===== src/hw/rtl/restore_key_bank_switch_controller_defines.svh =====
// assertion macros for the restore key bank switch controller
`ifndef RESTORE_KEY_BANK_SWITCH_CONTROLLER_DEFINES_SVH
`define RESTORE_KEY_BANK_SWITCH_CONTROLLER_DEFINES_SVH

// condition must hold at every clock edge out of reset
`define RKBS_ASSERT_ALWAYS(name, clk_s, rstn_s, cond) \
    name: assert property (@(posedge clk_s) disable iff (!(rstn_s)) (cond)) \
        else $error("rkbs assertion failed");

// consequent must hold in the same cycle as the antecedent
`define RKBS_ASSERT_IMPLIES(name, clk_s, rstn_s, ante, cons) \
    name: assert property (@(posedge clk_s) disable iff (!(rstn_s)) (ante) |-> (cons)) \
        else $error("rkbs assertion failed");

// consequent must hold in the cycle after the antecedent
`define RKBS_ASSERT_NEXT(name, clk_s, rstn_s, ante, cons) \
    name: assert property (@(posedge clk_s) disable iff (!(rstn_s)) (ante) |=> (cons)) \
        else $error("rkbs assertion failed");

`endif


===== src/hw/rtl/rkbs_pkg.sv =====
// shared types and constants of the restore key bank switch controller
`default_nettype none

package rkbs_pkg;

    localparam int HOLD_W   = 12;
    localparam int SINCE_W  = 13;
    localparam int PULSE_W  = 8;
    localparam int PHASE_W  = 8;
    localparam int MODE_W   = 3;
    localparam int CFG_IDX_W = 3;
    localparam int CFG_DATA_W = 13;

    localparam logic [HOLD_W-1:0]  HOLD_MAX  = 12'd4095;
    localparam logic [SINCE_W-1:0] SINCE_MAX = 13'd8191;

    // register indexes
    localparam logic [CFG_IDX_W-1:0] REG_HOLD_RESET   = 3'd0;
    localparam logic [CFG_IDX_W-1:0] REG_ANNOUNCE_END = 3'd1;
    localparam logic [CFG_IDX_W-1:0] REG_HOLD_SWITCH  = 3'd2;
    localparam logic [CFG_IDX_W-1:0] REG_REPEAT       = 3'd3;
    localparam logic [CFG_IDX_W-1:0] REG_IDLE_SHOW    = 3'd4;
    localparam logic [CFG_IDX_W-1:0] REG_RESET_PULSE  = 3'd5;
    localparam logic [CFG_IDX_W-1:0] REG_INITIAL_BANK = 3'd6;

    // register reset values
    localparam logic [HOLD_W-1:0]  HOLD_RESET_DEFAULT   = 12'd800;
    localparam logic [HOLD_W-1:0]  ANNOUNCE_END_DEFAULT = 12'd1000;
    localparam logic [HOLD_W-1:0]  HOLD_SWITCH_DEFAULT  = 12'd2000;
    localparam logic [SINCE_W-1:0] REPEAT_DEFAULT       = 13'd1000;
    localparam logic [SINCE_W-1:0] IDLE_SHOW_DEFAULT    = 13'd6000;
    localparam logic [PULSE_W-1:0] RESET_PULSE_DEFAULT  = 8'd150;
    localparam logic               INITIAL_BANK_DEFAULT = 1'b0;

    // led modes
    localparam logic [MODE_W-1:0] LED_OFF     = 3'd0;
    localparam logic [MODE_W-1:0] LED_BLUE    = 3'd1;
    localparam logic [MODE_W-1:0] LED_RED     = 3'd2;
    localparam logic [MODE_W-1:0] LED_WHITE   = 3'd3;
    localparam logic [MODE_W-1:0] LED_RAINBOW = 3'd4;

    typedef struct packed {
        logic [HOLD_W-1:0]  hold_reset_ms;
        logic [HOLD_W-1:0]  announce_end_ms;
        logic [HOLD_W-1:0]  hold_switch_ms;
        logic [SINCE_W-1:0] repeat_ms;
        logic [SINCE_W-1:0] idle_show_ms;
        logic [PULSE_W-1:0] reset_pulse_ms;
    } cfg_t;

    typedef struct packed {
        logic               bank_high;
        logic               reset_active;
        logic [MODE_W-1:0]  led_mode;
        logic [PHASE_W-1:0] rainbow_phase;
        logic               save_bank;
    } result_t;

endpackage

`default_nettype wire


===== src/hw/rtl/rkbs_cfg.sv =====
// configuration register file
`default_nettype none

module rkbs_cfg (
    input  wire logic                            clk,
    input  wire logic                            rst_n,
    input  wire logic                            cfg_we,
    input  wire logic [rkbs_pkg::CFG_IDX_W-1:0]  cfg_index,
    input  wire logic [rkbs_pkg::CFG_DATA_W-1:0] cfg_wdata,
    output rkbs_pkg::cfg_t                       cfg
);
    import rkbs_pkg::*;

    cfg_t cfg_reg;
    cfg_t cfg_next;

    always_comb
    begin
        cfg_next = cfg_reg;
        if (cfg_we)
        begin
            case (cfg_index)
                REG_HOLD_RESET:   cfg_next.hold_reset_ms   = cfg_wdata[HOLD_W-1:0];
                REG_ANNOUNCE_END: cfg_next.announce_end_ms = cfg_wdata[HOLD_W-1:0];
                REG_HOLD_SWITCH:  cfg_next.hold_switch_ms  = cfg_wdata[HOLD_W-1:0];
                REG_REPEAT:       cfg_next.repeat_ms       = cfg_wdata[SINCE_W-1:0];
                REG_IDLE_SHOW:    cfg_next.idle_show_ms    = cfg_wdata[SINCE_W-1:0];
                REG_RESET_PULSE:  cfg_next.reset_pulse_ms  = cfg_wdata[PULSE_W-1:0];
                // the bank is only loaded at power up, where the default is restored
                REG_INITIAL_BANK: cfg_next = cfg_reg;
                default:          cfg_next = cfg_reg;
            endcase
        end
    end

    always_ff @(posedge clk or negedge rst_n)
    begin
        if (!rst_n)
        begin
            cfg_reg.hold_reset_ms   <= HOLD_RESET_DEFAULT;
            cfg_reg.announce_end_ms <= ANNOUNCE_END_DEFAULT;
            cfg_reg.hold_switch_ms  <= HOLD_SWITCH_DEFAULT;
            cfg_reg.repeat_ms       <= REPEAT_DEFAULT;
            cfg_reg.idle_show_ms    <= IDLE_SHOW_DEFAULT;
            cfg_reg.reset_pulse_ms  <= RESET_PULSE_DEFAULT;
        end
        else
        begin
            cfg_reg <= cfg_next;
        end
    end

    assign cfg = cfg_reg;

endmodule

`default_nettype wire


===== src/hw/rtl/rkbs_core.sv =====
// per-tick state update: hold counting, bank toggle, reset pulse, led mode, rainbow phase
`default_nettype none

module rkbs_core #(
    parameter int RAINBOW_TICKS = 10
) (
    input  wire logic      clk,
    input  wire logic      rst_n,
    input  wire logic      accept,
    input  wire logic      key_pressed,
    input  wire rkbs_pkg::cfg_t cfg,
    output rkbs_pkg::result_t result
);
    import rkbs_pkg::*;

    localparam logic [PHASE_W-1:0] DIV_LIMIT = PHASE_W'(RAINBOW_TICKS);

    logic               bank_reg, bank_next;
    logic [HOLD_W-1:0]  hold_reg, hold_next, hold_inc;
    logic [SINCE_W-1:0] since_reg, since_next, since_inc;
    logic               pending_reg, pending_next;
    logic [PULSE_W-1:0] pulse_reg, pulse_next, pulse_start;
    logic               dark_reg, dark_next;
    logic [PHASE_W-1:0] phase_reg, phase_next;
    logic [PHASE_W-1:0] div_reg, div_next, div_inc;
    logic               announce;
    logic               save;
    logic               rst_out;
    logic [MODE_W-1:0]  mode;

    always_comb
    begin
        since_inc = (since_reg != SINCE_MAX) ? since_reg + 1'b1 : since_reg;
        hold_inc  = (hold_reg != HOLD_MAX) ? hold_reg + 1'b1 : hold_reg;

        bank_next    = bank_reg;
        hold_next    = hold_reg;
        since_next   = since_inc;
        pending_next = pending_reg;
        pulse_start  = pulse_reg;
        dark_next    = dark_reg;
        announce     = 1'b0;
        save         = 1'b0;

        if (key_pressed)
        begin
            hold_next = hold_inc;
            if (hold_inc > cfg.hold_reset_ms)
            begin
                if (hold_inc < cfg.announce_end_ms)
                    announce = 1'b1;
                else
                    dark_next = 1'b1;
            end
            if (hold_inc > cfg.hold_switch_ms && since_inc > cfg.repeat_ms)
            begin
                bank_next    = ~bank_reg;
                since_next   = '0;
                save         = 1'b1;
                pending_next = 1'b1;
                dark_next    = 1'b0;
            end
        end
        else
        begin
            hold_next = '0;
            // release after a long hold or after a toggle starts the pulse
            if (pending_reg || hold_reg > cfg.hold_reset_ms)
            begin
                pending_next = 1'b0;
                pulse_start  = cfg.reset_pulse_ms;
                since_next   = '0;
                dark_next    = 1'b0;
            end
        end

        rst_out    = (pulse_start != '0);
        pulse_next = rst_out ? pulse_start - 1'b1 : pulse_start;

        if (rst_out || announce)
            mode = LED_WHITE;
        else if (since_next > cfg.idle_show_ms)
            mode = LED_RAINBOW;
        else if (dark_next)
            mode = LED_OFF;
        else if (bank_next)
            mode = LED_RED;
        else
            mode = LED_BLUE;

        div_inc    = div_reg + 1'b1;
        div_next   = div_reg;
        phase_next = phase_reg;
        if (mode == LED_RAINBOW)
        begin
            if (div_inc >= DIV_LIMIT)
            begin
                div_next   = '0;
                phase_next = phase_reg + 1'b1;
            end
            else
            begin
                div_next = div_inc;
            end
        end

        result.bank_high     = bank_next;
        result.reset_active  = rst_out;
        result.led_mode      = mode;
        result.rainbow_phase = phase_next;
        result.save_bank     = save;
    end

    always_ff @(posedge clk or negedge rst_n)
    begin
        if (!rst_n)
        begin
            bank_reg    <= INITIAL_BANK_DEFAULT;
            hold_reg    <= '0;
            since_reg   <= '0;
            pending_reg <= 1'b0;
            pulse_reg   <= RESET_PULSE_DEFAULT;
            dark_reg    <= 1'b0;
            phase_reg   <= '0;
            div_reg     <= '0;
        end
        else if (accept)
        begin
            bank_reg    <= bank_next;
            hold_reg    <= hold_next;
            since_reg   <= since_next;
            pending_reg <= pending_next;
            pulse_reg   <= pulse_next;
            dark_reg    <= dark_next;
            phase_reg   <= phase_next;
            div_reg     <= div_next;
        end
    end

endmodule

`default_nettype wire


===== src/hw/rtl/restore_key_bank_switch_controller.sv =====
// restore key bank switch controller, top level
//
// One key sample per millisecond tick enters on the input channel
// (in_valid / in_ready, payload key_pressed). Each sample gives exactly one
// result on the output channel (out_valid / out_ready, payload bank_high,
// reset_active, led_mode, rainbow_phase, save_bank).
// A sample transferred at one edge shows its result at the output register
// from the next cycle on. Throughput is one sample per cycle while the
// receiver does not stall; the state update and the result register are
// the only stages. While the receiver stalls, the result register holds
// and in_ready stays high only in the cycle the waiting result is taken,
// so no result is lost. Reset clears the tick state, loads the register
// defaults and starts a power-on reset pulse of the default length on the
// first ticks. Registers are written through cfg_we / cfg_index /
// cfg_wdata, by the user only while no sample is in flight (unchecked).
`default_nettype none

`include "restore_key_bank_switch_controller_defines.svh"

module restore_key_bank_switch_controller #(
    parameter int RAINBOW_TICKS = 10
) (
    input  wire logic                            clk,
    input  wire logic                            rst_n,
    input  wire logic                            in_valid,
    output logic                                 in_ready,
    input  wire logic                            key_pressed,
    output logic                                 out_valid,
    input  wire logic                            out_ready,
    output logic                                 bank_high,
    output logic                                 reset_active,
    output logic [rkbs_pkg::MODE_W-1:0]          led_mode,
    output logic [rkbs_pkg::PHASE_W-1:0]         rainbow_phase,
    output logic                                 save_bank,
    input  wire logic                            cfg_we,
    input  wire logic [rkbs_pkg::CFG_IDX_W-1:0]  cfg_index,
    input  wire logic [rkbs_pkg::CFG_DATA_W-1:0] cfg_wdata
);
    import rkbs_pkg::*;

    cfg_t    cfg;
    result_t result;
    result_t result_reg;
    logic    out_valid_reg, out_valid_next;
    logic    accept;

    rkbs_cfg u_cfg (
        .clk       (clk),
        .rst_n     (rst_n),
        .cfg_we    (cfg_we),
        .cfg_index (cfg_index),
        .cfg_wdata (cfg_wdata),
        .cfg       (cfg)
    );

    rkbs_core #(
        .RAINBOW_TICKS (RAINBOW_TICKS)
    ) u_core (
        .clk         (clk),
        .rst_n       (rst_n),
        .accept      (accept),
        .key_pressed (key_pressed),
        .cfg         (cfg),
        .result      (result)
    );

    // take a new sample whenever the result register is empty or drains now
    assign in_ready = !out_valid_reg || out_ready;
    assign accept   = in_valid && in_ready;

    always_comb
    begin
        if (accept)
            out_valid_next = 1'b1;
        else if (out_ready)
            out_valid_next = 1'b0;
        else
            out_valid_next = out_valid_reg;
    end

    always_ff @(posedge clk or negedge rst_n)
    begin
        if (!rst_n)
            out_valid_reg <= 1'b0;
        else
            out_valid_reg <= out_valid_next;
    end

    always_ff @(posedge clk)
    begin
        if (accept)
            result_reg <= result;
    end

    assign out_valid     = out_valid_reg;
    assign bank_high     = result_reg.bank_high;
    assign reset_active  = result_reg.reset_active;
    assign led_mode      = result_reg.led_mode;
    assign rainbow_phase = result_reg.rainbow_phase;
    assign save_bank     = result_reg.save_bank;

    `RKBS_ASSERT_IMPLIES(a_pulse_is_white, clk, rst_n, out_valid && reset_active, led_mode == LED_WHITE)
    `RKBS_ASSERT_IMPLIES(a_toggle_not_dark, clk, rst_n, out_valid && save_bank, led_mode != LED_OFF)
    `RKBS_ASSERT_NEXT(a_transfer_fills, clk, rst_n, in_valid && in_ready, out_valid)
    `RKBS_ASSERT_ALWAYS(a_no_accept_on_stall, clk, rst_n, !(out_valid && !out_ready && in_ready))

endmodule

`default_nettype wire

===== config.mk =====
export PLATFORM = sky130hd
export DESIGN_NAME = restore_key_bank_switch_controller
export DESIGN_NICKNAME = d
export VERILOG_FILES = /design/src/hw/rtl/rkbs_pkg.sv /design/src/hw/rtl/rkbs_cfg.sv /design/src/hw/rtl/rkbs_core.sv /design/src/hw/rtl/restore_key_bank_switch_controller.sv
export VERILOG_INCLUDE_DIRS = /design/src /design/src/hw/rtl
export SDC_FILE = /design/constraint.sdc
export NUM_CORES = 1
export LEC_CHECK = 0
export ABC_AREA = 1
export BUFFER_PORTS_ARGS = -buffer_cell sky130_fd_sc_hd__buf_2
export CORE_MARGIN = 8
export CORE_UTILIZATION = 35
export DETAILED_ROUTE_END_ITERATION = 8
export HOLD_SLACK_MARGIN = 0.06
export PLACE_DENSITY = 0.5
export SYNTH_ARGS = -nofsm -noshare
export SYNTH_HDL_FRONTEND = slang
export SYNTH_SLANG_ARGS = --single-unit

===== constraint.sdc =====
create_clock -name clk -period 5.9 [get_ports clk]
set_input_delay 0.59 -clock clk [delete_from_list [all_inputs] [get_ports clk]]
set_output_delay 0.59 -clock clk [all_outputs]
set_load 0.005 [all_outputs]

* Word-level counts from Yosys, hierarchy flattened
Index checks and enable logic that the tools add are counted.
** Storage, ports and cells
- Output and inout bits :: 16
- Flip-flop bits (word level) :: 137
** Cells by class
- Bitwise gates (word level) :: 1
- $lt $le $gt $ge :: 7
- Multiplexer cells :: 32
- Equality and inequality tests :: 9
- Reductions and logical operators :: 18
- Add/subtract/negate cells :: 5
** Operators with widths (count)
- $mux W13 :: 4
- $mux W8 :: 6
- $gt A12 B12 Y1 :: 3
- $gt A13 B13 Y1 :: 2
- $mux W12 :: 2
- $add A8 B1 Y8 const B :: 2
- $mux W1 :: 16
- $reduce_and A2 Y1 :: 7
- $add A13 B1 Y13 const B :: 1
- $ne A13 B13 Y1 const B :: 1
- $add A12 B1 Y12 const B :: 1
- $lt A12 B12 Y1 :: 1
- $ne A12 B12 Y1 const B :: 1
- $eq A3 B3 Y1 const B :: 3
- $mux W3 :: 3
- $ge A8 B4 Y1 const B :: 1
- $reduce_bool A8 Y1 :: 1
- $sub A8 B1 Y8 const B :: 1
- $eq A3 B2 Y1 const B :: 2
- $reduce_bool A2 Y1 :: 2
- $eq A3 B1 Y1 const B :: 1
- $logic_not A3 Y1 :: 1
- $logic_or A1 B1 Y1 :: 3
- $reduce_and A3 Y1 :: 1
- 5 further kinds :: 6

* Logic depth before layout (Yosys ltp)
- Depth in word-level cells :: 12
- Mapped depth :: 38

* Cells and area by module
Synthesis repeated with hierarchy kept, for this count alone.
** Second synthesis, totals
- Cell total of the unflattened synthesis :: 1142
- Area, all modules :: 8824.7 um2
** By module, submodules not included
- rkbs_core :: cells each 805, area each 5460.2 um2, times used 1
- rkbs_cfg :: cells each 317, area each 2899.0 um2, times used 1
- restore_key_bank_switch_controller :: cells each 20, area each 465.4 um2, times used 1

* Worst setup path before layout
Ideal clock, no wire load.
- Path kind :: reg-to-reg
- Start :: register u_core.since_reg[0]
- End :: register result_reg (netlist bit led_mode[2]) (data pin)
- Stages on the path, launching flop included :: 28
- Clock period less this slack :: 4.605 ns
- Arrival time :: 4.348 ns
- Setup time :: 0.258 ns
- Path slack :: 1.295 ns
- Path through :: dfrtp_1 > ha_1 > nand3_1 > nor2_1 > nand2_1 > nand2_1 > nor2_1 > inv_1 > nor4_2 > nand3_1 > xnor2_1 > ha_1 > nand2_1 > o21ai_0 > a21oi_1 > a21boi_0 > inv_1 > nand3_1 > nand2_1 > clkbuf_1 > a21oi_1 > ha_1 > nand2_1 > or4_1 > o21ai_1 > inv_2 > nand4_4 > inv_1
** RTL lines
- start, declared :: RTL line rkbs_core.sv:20 : logic [SINCE_W-1:0] since_reg, since_next, since_inc;
- start signal, assigned :: RTL line rkbs_core.sv:131 : since_reg <= since_next;
- end signal, assigned :: RTL line restore_key_bank_switch_controller.sv:92 : result_reg <= result;
- end, declared :: RTL line restore_key_bank_switch_controller.sv:43 : result_t result_reg;

* Final worst setup path
- Start :: register u_core.since_reg[0]
- End :: register u_core.div_reg[3]
** Between the ends
- Elaborated cells between the ends (all ways) :: 19
- Those cells by class :: 1 x add/sub; 2 x order compare; 2 x eq/ne; 12 x mux; 2 x reduce/logical
** RTL lines
- $add A13 B1 Y13 / $ne A13 B13 Y1 (equally long branches) :: RTL line rkbs_core.sv:33 : since_inc = (since_reg != SINCE_MAX) ? since_reg + 1'b1 : since_reg;
- $mux W13 * :: RTL line rkbs_core.sv:33
- $gt A13 B13 Y1 :: RTL line rkbs_core.sv:55 : if (hold_inc > cfg.hold_switch_ms && since_inc > cfg.repeat_ms)
- $logic_and A1 B1 Y1 :: RTL line rkbs_core.sv:55
- $mux W13 :: RTL line rkbs_core.sv:55
- $mux W13 * :: RTL line rkbs_core.sv:45 : if (key_pressed)
- via u_core.since_next[11] :: RTL line rkbs_core.sv:20
- $gt A13 B13 Y1 * :: RTL line rkbs_core.sv:82 : else if (since_next > cfg.idle_show_ms)
- $mux W3 * :: RTL line rkbs_core.sv:82
- $mux W3 * :: RTL line rkbs_core.sv:80 : if (rst_out || announce)
- $eq A3 B3 Y1 * :: RTL line rkbs_core.sv:94 : if (mode == LED_RAINBOW)
- $reduce_and A2 Y1 (no line) *
- end signal, assigned :: RTL line rkbs_core.sv:136 : div_reg <= div_next;
- end, declared :: RTL line rkbs_core.sv:25 : logic [PHASE_W-1:0] div_reg, div_next, div_inc;
The timed path passes the listed nets; every way through them passes the cells marked *.
A chain may end at the register's enable or synchronous reset.

==> impl_metrics.toml <==
[outcome]
run_status = "complete, no violations"

[floorplan]
row_count = 57
io_pins = 38
initial_utilization = 0.3525
die_y_um = 171.6
die_x_um = 171.6
coreArea_sq_um = 24030
die_area_sq_um = 29440

[clocking]
htreeDepth = 4
clk_latency_ns = 0.42
root_buffer = "clkbuf_16"
cts_resized = 0
numCtsBuffers = 17
cts.sinks = 137
cts.clk_slew.worst_paths_ns = 0.06
cts_tree = "done"
hold_buffers = 0
clockBufferDepth = 2
postCtsSetupRepairBufs = 0

[setup_path]
worstSetupStartpointType = "flip-flop"
max_stage_delay_ns = 0.41
cp.required_ns = 6.21
cpMaxStageDelayCell = "dfrtp_1"
arrival_ns = 5.64
rrSetupSlack_ns = 0.57
crit_type = "flip-flop to flip-flop"
worstPathMaxFanout = 10
worst_setup_path_end_kind = "flip-flop"
crit_top_cell = "nand2_1"

[final_layout]
nFillCells = 2520
syn2layout_area_growth_pct = 13.73
final_nets = 1203
insertedDiodeCount = 0
largest_reg_flops = 70
fin_area_sq_um = 9637
fin_util = 0.4010
drive_gt1_frac = 0.1363

[global_route]
grt_start_max_net_pins = 69
grt_first_pass_wirelength_mm = 35.25
grtUsageTotal = 0.1528
antenna_found_initial = 0
grt_overflow = 0
grt_pass1_vias = 6605

[placed_design]
place_area_sq_um = 9002
hpwl_mm = 15.73
dpl_worst_slack_ns = 0.4053
place_congestion = 0.8146
numPortBuffers = 37

[synth]
ys_top_cells_by_count = "284 x nand2_1, 165 x inv_1, 115 x o21ai_0"
syn-num-nets = 1165
synth_cell_types = 48
ys_ff_latch = 137
synthCells = 1064
syn-cell-area_sq_um = 8473
synth_top_cell_by_area = "dfrtp_1"
syn_area_per_cell_sq_um = 7.963
ys.flop_type = "dfrtp_1"
yosys_warnings = 0
ys_async_sr_fraction = 0.8978
synth.area.top_cells = "dfrtp_1 26%, nand2_1 13%, ha_1 12%"
synth_most_common_cell = "nand2_1"
netlist.area_leader.share = 0.2569
ys_seq_area_frac = 0.4182
synth_edf_count = 14

[worst_hold_path]
hp-class = "input pin to asynchronous set/reset pin"

[power]
total_power_uw = 3454
p_leak_uw = 0.004931
p_per_area_nw_per_um2 = 358.4
peakVddDrop_mv = 0.1594

[routing]
num_vias = 6764
via_per_inst = 4.700
wirelength_mm = 21.10
antenna_left = 0
drtIter0Drc = 448
drt-pass1-iter-count = 5
drc = 0
wl_per_cell_um = 14.66

[sta]
drv_slew = 0
setup_viol = 0
hold_viol_final = 0
fin_ws_ns = 0.5705
slew_headroom = 0.3536
worst_pin_slew_ns = 0.9669
fin_skew_ns = 0.01035
fmax_mhz = 187.6
period_needed_ns = 5.329
post-route-period-util = 0.9033
hold_slack_ns = 0.3291

[job]
maxCapViolations = 0
==> final cells by class <==
type / instances / area [sq um] / share of cell area
repair buffers: 46 / 255.2 / 0.02649
well taps: 324 / 405.4 / 0.04207
inverters: 170 / 640.6 / 0.06648
clock buffers: 22 / 508.0 / 0.05271
flip-flops and latches: 137 / 3543 / 0.3677
clock inverters: 10 / 97.59 / 0.01013
multi-input cells: 730 / 4187 / 0.4344
==> through the flow <==
stage | TNS, ns | instances
after detailed placement | 0 | 1407
after global routing | -0.1131 | 1439
after CTS | 0 | 1439
final | 0 | 1439
after global placement | 0 | 1407
after floorplan | 0 | 1064
==> cell usage in the layout, fill, tap and decap left out, types with 3 or more instances in the layout <==
| cell | Yosys | routed |
|---|---|---|
| inv_6 | 0 | 4 |
| inv_2 | 4 | 5 |
| nand3_1 | 37 | 37 |
| or2_2 | 3 | 3 |
| nand2_4 | 4 | 4 |
| a21oi_1 | 38 | 38 |
| buf_2 | 3 | 36 |
| edfxtp_1 | 14 | 14 |
| nand2_1 | 284 | 283 |
| nor2_1 | 52 | 51 |
| ha_1 | 79 | 79 |
| nand4_1 | 22 | 22 |
| o211ai_1 | 3 | 3 |
| xor2_1 | 20 | 20 |
| inv_4 | 1 | 4 |
| nor4_1 | 3 | 3 |
| clkbuf_16 | 0 | 20 |
| nor3_1 | 13 | 13 |
| o22ai_1 | 7 | 7 |
| o21ai_1 | 5 | 6 |
| inv_1 | 165 | 164 |
| dfstp_2 | 36 | 36 |
| nand2_2 | 6 | 7 |
| dfrtp_1 | 87 | 87 |
| buf_4 | 1 | 10 |
| nor2_2 | 5 | 6 |
| o21ai_0 | 115 | 114 |
==> critical path, delay by kind of cell (launching register included) <==
kind / cells / cell delay (ns)
fa+ha+maj: 3 / 0.79
buf+inv: 6 / 0.59
compound gates: 5 / 0.61
xor+xnor: 1 / 0.18
simple gates: 18 / 2.65
flops: 1 / 0.41
==> per-layer routing <==
layer,GRT usage,vias up,routed length [um]
met5,0,-,0
met4,0.04159,0,216
met2,0.2492,78,9848
met3,0.02410,15,582
li1,-,3531,-
met1,0.2072,3140,10450
==> kinds of logic after synthesis <==
kind of cell / share of synthesized area
and+or+nand+nor: 0.2323
DFF: 0.4182
muxes: 0.001181
adders and majority gates: 0.1167
AOI/OAI and AO/OA: 0.1158
xor gates and xnor gates: 0.02481
buffers and inverters: 0.09111
==> path summary, 6_finish.rpt <==
path,from,end,cells past startpoint
max,u_core.since_reg[0]$_DFFE_PN0P_,u_core.div_reg[3]$_DFFE_PN0P_,33
min,rst_n,u_core.hold_reg[2]$_DFFE_PN0P_,1
max reg2reg,u_core.since_reg[0]$_DFFE_PN0P_,u_core.div_reg[3]$_DFFE_PN0P_,33
min reg2reg,u_core.pulse_reg[3]$_DFFE_PN0P_,u_core.pulse_reg[3]$_DFFE_PN0P_,2
max in group asynchronous,rst_n,u_core.since_reg[9]$_DFFE_PN0P_,2
min in group clk,cfg_wdata[12],u_cfg.cfg[20]$_DFFE_PN1P_,3
==> power by group <==
part / total, uW / internal, uW / switching, uW
registers: 1270 / 1170 / 106
logic: 1080 / 389 / 692
clock network: 1100 / 663 / 436
(Power assumes the default switching activity.)
